$ cat src/rtl/indexed_list_store_defines.svh
// Assertion macros shared by the indexed list store RTL.
`ifndef INDEXED_LIST_STORE_DEFINES_SVH
`define INDEXED_LIST_STORE_DEFINES_SVH

`ifndef SYNTHESIS

// Check a property every cycle out of reset.
`define ILS_CHECK(lbl, prop) \
	lbl: assert property (@(posedge clk) disable iff (!arst_n) (prop)) \
	else $error("indexed_list_store assertion failed");

// Check that a condition implies another in the next cycle.
`define ILS_CHECK_NEXT(lbl, ante, cons) \
	lbl: assert property (@(posedge clk) disable iff (!arst_n) (ante) |=> (cons)) \
	else $error("indexed_list_store assertion failed");

`else

`define ILS_CHECK(lbl, prop)
`define ILS_CHECK_NEXT(lbl, ante, cons)

`endif

`endif

$ cat src/rtl/ils_pkg.sv
// Types, codes and sizes shared by the indexed list store modules.
`default_nettype none

package ils_pkg;

	localparam int CAPACITY   = 16;
	localparam int DATA_WIDTH = 32;
	localparam int IDX_W      = $clog2(CAPACITY);
	localparam int CNT_W      = $clog2(CAPACITY + 1);
	// compare width that holds both the request index and the count
	localparam int CMP_W      = (CNT_W > 5) ? CNT_W : 5;

	// request kinds
	typedef enum logic [2:0] {
		K_INSERT   = 3'd0,
		K_APPEND   = 3'd1,
		K_DEL_AT   = 3'd2,
		K_DEL_LAST = 3'd3,
		K_UPDATE   = 3'd4,
		K_READ     = 3'd5
	} kind_t;

	// result status
	typedef enum logic [1:0] {
		ST_OK    = 2'd0,
		ST_RANGE = 2'd1,
		ST_EMPTY = 2'd2,
		ST_FULL  = 2'd3
	} status_t;

	// action broadcast to every cell
	typedef enum logic [2:0] {
		ACT_NONE,
		ACT_INSERT,
		ACT_DELETE,
		ACT_WRITE,
		ACT_READ
	} cell_act_t;

	typedef struct packed {
		logic        [2:0]  kind;
		logic        [4:0]  index;
		logic signed [31:0] value;
	} req_t;

	typedef struct packed {
		logic signed [31:0] read_value;
		logic        [1:0]  status;
		logic        [4:0]  length;
	} rsp_t;

	typedef struct packed {
		cell_act_t             act;
		logic [IDX_W-1:0]      pos;
		logic [DATA_WIDTH-1:0] word;
	} cell_cmd_t;

endpackage

`default_nettype wire

$ cat src/rtl/ils_cell.sv
// One list position: holds its word and shifts with its neighbors.
`default_nettype none

module ils_cell
	import ils_pkg::*;
(
	input  wire logic                  clk,
	input  wire logic [IDX_W-1:0]      my_pos,
	input  wire cell_cmd_t             cmd,
	input  wire logic [DATA_WIDTH-1:0] left_data,
	input  wire logic [DATA_WIDTH-1:0] right_data,
	output logic      [DATA_WIDTH-1:0] data,
	output logic      [DATA_WIDTH-1:0] rd_data
);

	logic [DATA_WIDTH-1:0] data_q;
	logic [DATA_WIDTH-1:0] data_nxt;

	// pick the next word: hold, load, or take from a neighbor
	always_comb begin
		data_nxt = data_q;
		case (cmd.act)
			ACT_INSERT: begin
				if (my_pos == cmd.pos) begin
					data_nxt = cmd.word;
				end else if (my_pos > cmd.pos) begin
					data_nxt = left_data;
				end
			end
			ACT_DELETE: begin
				if (my_pos >= cmd.pos) begin
					data_nxt = right_data;
				end
			end
			ACT_WRITE: begin
				if (my_pos == cmd.pos) begin
					data_nxt = cmd.word;
				end
			end
			default: begin
				data_nxt = data_q;
			end
		endcase
	end

	always_ff @(posedge clk) begin
		data_q <= data_nxt;
	end

	assign data = data_q;

	// drive the shared read bus only when addressed
	assign rd_data = (cmd.act == ACT_READ && my_pos == cmd.pos) ? data_q : '0;

endmodule

`default_nettype wire

$ cat src/rtl/indexed_list_store.sv
// Top level of the indexed list store: request decode, count and a row of cells.
//
//  channel | signals                  | moves
//  --------+--------------------------+-------------------------------------
//  req     | req_valid, req_ready,req | kind, index, value per transfer
//  rsp     | rsp_valid, rsp_ready,rsp | read_value, status, length
//
// Every request is decoded and applied to the cell row in the cycle it is
// taken; all cells shift in parallel, so one request per cycle is accepted unless a result stalls.
// The result appears in the output register the next cycle.
// A new request is taken whenever the output register is empty or is being
// drained in the same cycle; a stalled result blocks only further requests.
// Reset clears the count and the output valid; stored words stay undefined.
`default_nettype none

module indexed_list_store
	import ils_pkg::*;
(
	input  wire logic clk,
	input  wire logic arst_n,
	input  wire logic req_valid,
	output logic      req_ready,
	input  wire req_t req,
	output logic      rsp_valid,
	input  wire logic rsp_ready,
	output rsp_t      rsp
);

	`include "indexed_list_store_defines.svh"

	logic                  take;
	logic [CNT_W-1:0]      count_q;
	logic [CNT_W-1:0]      count_nxt;
	logic [CMP_W-1:0]      idx_c;
	logic [CMP_W-1:0]      cnt_c;
	logic                  full_c;
	cell_act_t             act_c;
	status_t               st_c;
	logic [IDX_W-1:0]      pos_c;
	cell_cmd_t             cmd;
	logic [DATA_WIDTH-1:0] cell_data [CAPACITY];
	logic [DATA_WIDTH-1:0] cell_rd   [CAPACITY];
	logic [DATA_WIDTH-1:0] rd_word;
	rsp_t                  rsp_q;
	logic                  rsp_valid_q;

	assign req_ready = !rsp_valid_q || rsp_ready;
	assign take      = req_valid && req_ready;

	assign idx_c  = CMP_W'(req.index);
	assign cnt_c  = CMP_W'(count_q);
	assign full_c = (count_q == CNT_W'(CAPACITY));

	// decode the request against the current length
	always_comb begin
		act_c     = ACT_NONE;
		st_c      = ST_OK;
		count_nxt = count_q;
		pos_c     = idx_c[IDX_W-1:0];
		case (req.kind)
			K_INSERT: begin
				if (idx_c > cnt_c) begin
					st_c = ST_RANGE;
				end else if (full_c) begin
					st_c = ST_FULL;
				end else begin
					act_c     = ACT_INSERT;
					count_nxt = count_q + CNT_W'(1);
				end
			end
			K_APPEND: begin
				pos_c = cnt_c[IDX_W-1:0];
				if (full_c) begin
					st_c = ST_FULL;
				end else begin
					act_c     = ACT_INSERT;
					count_nxt = count_q + CNT_W'(1);
				end
			end
			K_DEL_AT: begin
				if (idx_c == '0 && count_q == '0) begin
					st_c = ST_EMPTY;
				end else if (idx_c >= cnt_c) begin
					st_c = ST_RANGE;
				end else begin
					act_c     = ACT_DELETE;
					count_nxt = count_q - CNT_W'(1);
				end
			end
			K_DEL_LAST: begin
				if (count_q == '0) begin
					st_c = ST_EMPTY;
				end else begin
					count_nxt = count_q - CNT_W'(1);
				end
			end
			K_UPDATE: begin
				if (idx_c >= cnt_c) begin
					st_c = ST_RANGE;
				end else begin
					act_c = ACT_WRITE;
				end
			end
			K_READ: begin
				if (idx_c >= cnt_c) begin
					st_c = ST_RANGE;
				end else begin
					act_c = ACT_READ;
				end
			end
			default: begin
				act_c = ACT_NONE;
			end
		endcase
	end

	// broadcast to the row only on a transfer
	always_comb begin
		cmd.act  = take ? act_c : ACT_NONE;
		cmd.pos  = pos_c;
		cmd.word = DATA_WIDTH'($unsigned(req.value));
	end

	// row of cells, each wired to its neighbors
	for (genvar i = 0; i < CAPACITY; i++) begin : g_cell
		logic [DATA_WIDTH-1:0] left_w;
		logic [DATA_WIDTH-1:0] right_w;

		if (i == 0) begin : g_first
			assign left_w = '0;
		end else begin : g_mid_l
			assign left_w = cell_data[i-1];
		end

		if (i == CAPACITY - 1) begin : g_last
			assign right_w = cell_data[i];
		end else begin : g_mid_r
			assign right_w = cell_data[i+1];
		end

		ils_cell u_cell (
			.clk        (clk),
			.my_pos     (IDX_W'(i)),
			.cmd        (cmd),
			.left_data  (left_w),
			.right_data (right_w),
			.data       (cell_data[i]),
			.rd_data    (cell_rd[i])
		);
	end

	// merge the read bus; at most one cell drives it
	always_comb begin
		rd_word = '0;
		for (int i = 0; i < CAPACITY; i++) begin
			rd_word = rd_word | cell_rd[i];
		end
	end

	// advance the length
	always_ff @(posedge clk or negedge arst_n) begin
		if (!arst_n) begin
			count_q <= '0;
		end else if (take) begin
			count_q <= count_nxt;
		end
	end

	// hold the result until it is taken
	always_ff @(posedge clk or negedge arst_n) begin
		if (!arst_n) begin
			rsp_valid_q <= 1'b0;
		end else if (take) begin
			rsp_valid_q <= 1'b1;
		end else if (rsp_ready) begin
			rsp_valid_q <= 1'b0;
		end
	end

	always_ff @(posedge clk) begin
		if (take) begin
			rsp_q.read_value <= 32'(rd_word);
			rsp_q.status     <= st_c;
			rsp_q.length     <= 5'(count_nxt);
		end
	end

	assign rsp_valid = rsp_valid_q;
	assign rsp       = rsp_q;

	`ILS_CHECK(a_count_bound, count_q <= CNT_W'(CAPACITY))
	`ILS_CHECK_NEXT(a_insert_grows, take && act_c == ACT_INSERT, count_q == $past(count_q) + CNT_W'(1))
	`ILS_CHECK(a_full_len, !rsp_valid_q || rsp_q.status != ST_FULL || rsp_q.length == 5'(CAPACITY))
	`ILS_CHECK(a_fail_zero, !rsp_valid_q || rsp_q.status == ST_OK || rsp_q.read_value == '0)
	`ILS_CHECK_NEXT(a_take_result, take, rsp_valid_q)

endmodule

`default_nettype wire

$ cat config.mk
export PLATFORM = sky130hd
export DESIGN_NAME = indexed_list_store
export DESIGN_NICKNAME = d
export VERILOG_FILES = /design/src/rtl/ils_pkg.sv /design/src/rtl/ils_cell.sv /design/src/rtl/indexed_list_store.sv
export VERILOG_INCLUDE_DIRS = /design/src /design/src/rtl
export SDC_FILE = /design/constraint.sdc
export NUM_CORES = 1
export LEC_CHECK = 0
export BUFFER_PORTS_ARGS = -buffer_cell sky130_fd_sc_hd__buf_2
export CAP_MARGIN = 20
export CORE_UTILIZATION = 35
export CTS_CLUSTER_SIZE = 16
export DETAILED_ROUTE_END_ITERATION = 7
export GPL_TIMING_DRIVEN = 0
export PLACE_DENSITY = 0.47
export SLEW_MARGIN = 20
export SYNTH_ARGS = -nofsm -noshare
export SYNTH_HDL_FRONTEND = slang
export SYNTH_SLANG_ARGS = --single-unit
$ cat constraint.sdc
create_clock -name clk -period 8.2 [get_ports clk]
set_input_delay 2.46 -clock clk [delete_from_list [all_inputs] [get_ports clk]]
set_output_delay 2.46 -clock clk [all_outputs]
set_load 0.02 [all_outputs]
==> flow_summary.yaml <==
run_status:
  status: "complete, but fails checks"
  violations: "design-rule violations"
clock_tree:
  h-tree-depth: 3
  cts-resized-gates: 0
  clock_latency_ns: 0.65
  cts_root_buffer: "clkbuf_16"
  path_clk_slew_ns: 0.06
  cts_tree: "yes"
  clock_path_buffers: 3
  cts_post_setup_buffers_inserted: 0
  cts_inserted_buffers: 71
  cts.sinks: 557
  holdBufCountCts: 0
worst_hold_path:
  hold_path.startpoint: "rsp_valid"
  hold_path_class: "reg -> reg"
  min_path_cells: 2
  min_to: "rsp_valid"
final_layout:
  drive_gt1_share_pct: 31.24
  fin_cells: 3867
  final-seq-area_um2: 16700
  area_delta_synth_final_pct: 16.57
  final_nets: 2710
  final_util_pct: 41.41
  n_fill_cell: 8289
  multi_input_area_um2: 13140
setup_path:
  crit_type: "in -> reg"
  reg2regPathDepth: 14
  crit_path_max_fanout: 10
  rrSetupSlack_ns: 2.40
  crit_path_start_kind: "input port"
  reg2reg_from: "cnt_c[1]"
  required_ns: 8.54
  end_kind: "register"
  cp.arrival_ns: 7.13
  r2r_end: "g_cell[1].u_cell.data[20]"
global_routing:
  grt_use_total_pct: 37.49
  grt_overflow: 0
  antenna_found_initial: 6
  grt_pass1_wl_um: 229100
  grt_pass1_vias: 26730
  grt_max_degree: 18
timing:
  finClkSkew_ns: 0.02293
  period_needed_ns: 6.794
  fin_crit_sh_pct: 82.86
  hold_viol: 0
  slew_violations: 0
  fmax_mhz: 147.2
  grt_setup_unrepaired: "false"
  max_slew_margin_pct: 11.32
  worst_pin_slew_ns: 1.330
  setup_ws_ns: 1.406
  setup_viol: 0
yosys:
  ys_warn_count: 0
  ys.flop_type: "edfxtp_1"
  syn_area_um2: 31010
  ys_top_cells_by_area: "edfxtp_1, o221a_2, nand2b_1"
  synth_edf_count: 551
  synthCells: 2469
  synth_top_area_cell: "edfxtp_1"
  async_flop_share_pct: 1.077
  synth.distinct_cells: 69
  synth-seq-cells: 557
  synth_nets: 2521
  netlist.area_leader.share_pct: 53.35
  syn_area_per_cell_um2: 12.56
  synth.yosys.seq_area_share_pct: 53.84
job:
  timing.max_cap.violations: 0
floorplanning:
  coreArea_um2: 87290
  std_cell_rows: 108
  boundaryPins: 85
  die_w_um: 299.7
  dieArea_um2: 89800
  start_util_pct: 35.53
  die_y_um: 299.7
placed_design:
  place_inst: 3739
  pre_cts_ws_ns: 1.055
  gp_congestion: 1.002
  io_buffers: 51
  dp_hpwl_um: 116100
route:
  route.detailed.drc: 1
  first_pass_iters: 8
  routed_wl_um: 172400
  num_vias: 27780
  ant_nets: 0
  post_drt_wl_per_cell_um: 44.58
  drt_iter0_markers: 5139
  vias_per_cell: 7.185
pwr:
  power_density_nw_per_um2: 243.3
  cellLeakagePower_nw: 11.29
  vdd_drop_max_mv: 0.1587
[power breakdown]
part           leakage [nW]  internal [W]  switching, W  total [W]
Sequential             5.12       0.00348      0.000179    0.00366
Clock                  1.08       0.00182       0.00136    0.00318
Combinational          5.08      0.000667       0.00129    0.00195
Total                  11.3       0.00598       0.00282    0.00880
[placed cells by master (no fill, tap or decap), drive strengths merged, types with 7 or more instances in the layout]
master	count
inv	39
a31oi	14
ha	8
a222oi	10
nor2	30
clkinv	21
buf	263
nand4	23
edfxtp	551
o211ai	9
a22oi	163
a41o	20
mux2	39
nand2b	430
a2111oi	20
a221oi	29
nand2	45
o21ai	16
nor3b	23
o31ai	7
nor3	26
o221a	448
and3	22
nor4b	8
mux2i	9
a21oi	29
a22o	52
clkbuf	245
nand3	34
[critical path, cell delays in order]
cell and delay (ns):
buf_2 0.17, buf_2 0.25, inv_1 0.07, ha_1 0.30, nand2b_1 0.14, a21boi_1 0.33
o21a_1 0.33, and3_1 0.20, buf_2 0.22, clkbuf_2 0.64, a21oi_2 0.28, buf_2 0.36
nor3_2 0.78, buf_4 0.33, buf_4 0.22
[flip-flops by register name (all words and copies together), names as in the netlist]
signal,cells
g_cell.u_cell.data,512
rsp,39
rsp_valid,1
cnt_c,5
[how the worst max path moves through the flow]
| stage | start | end | slack (ns) | cells past startpoint |
|---|---|---|---|---|
| after floorplan | rsp_ready | g_cell[15].u_cell.data[0] | 0.44 | 6 |
| after global placement | rsp_ready | g_cell[6].u_cell.data[18] | -6.47 | 7 |
| after detailed placement | req[32] | g_cell[1].u_cell.data[20] | 1.05 | 15 |
| after CTS | req[32] | g_cell[1].u_cell.data[20] | 1.66 | 15 |
| after global routing | req[32] | g_cell[1].u_cell.data[20] | 1.38 | 15 |
| final | req[32] | g_cell[1].u_cell.data[20] | 1.41 | 15 |
[synthesized netlist by cell type (22+ instances only)]
library cell and count:
buf_1 50, a21oi_1 25, nor3_1 25, nor3b_1 22
edfxtp_1 551, a221oi_1 29, nand3_1 34, mux2_2 39
clkbuf_1 149, o221a_2 419, and3_1 22, nand2b_1 430
buf_2 89, o221a_1 29, nand2_1 45, a22o_1 52
nand4_1 23, inv_1 37, nor2_1 30, a22oi_1 163
[cells by family after synthesis]
group | after synthesis | synth area share, %
compound gates | 847 | 26.43
xor+xnor | 2 | 0.05649
fa+ha+maj | 8 | 0.3228
buf+inv | 336 | 4.551
flops | 557 | 53.84
mux | 48 | 1.719
simple gates | 671 | 13.08
[stage by stage]
step / cell area (um2) / power (W) / hold slack [ns] / setup TNS [ns]
3_3_place_gp: 32710 / 0.005486 / 0.5465 / -2613.05
3_5_place_dp: 33900 / 0.005574 / 0.5547 / 0
4_1_cts: 36120 / 0.008716 / 0.5680 / 0
6_report: 36150 / 0.008795 / 0.5665 / 0
5_1_grt: 36140 / 0.008928 / 0.5889 / 0
2_1_floorplan: 31010 / 0.004678 / 0.5368 / 0
[per-layer routing]
layer / track usage, % / part of all wire, %
met4: 21.22 / 6.3
met5: 0.8466 / 0.088
met2: 54.03 / 42
met3: 13.25 / 14
met1: 48.56 / 38
[final cells by class]
cell class              instances  share of cell area [%]
flip-flops and latches        557                   46.18
multi-input cells            1576                   36.34
clock buffers                  94                   5.389
well taps                    1155                   3.998
plain buffers                 298                   3.658
repair buffers                116                   3.243
clock inverters                29                  0.7684
inverters                      38                  0.3946
diodes                          4                 0.02769
(Power assumes the default switching activity.)
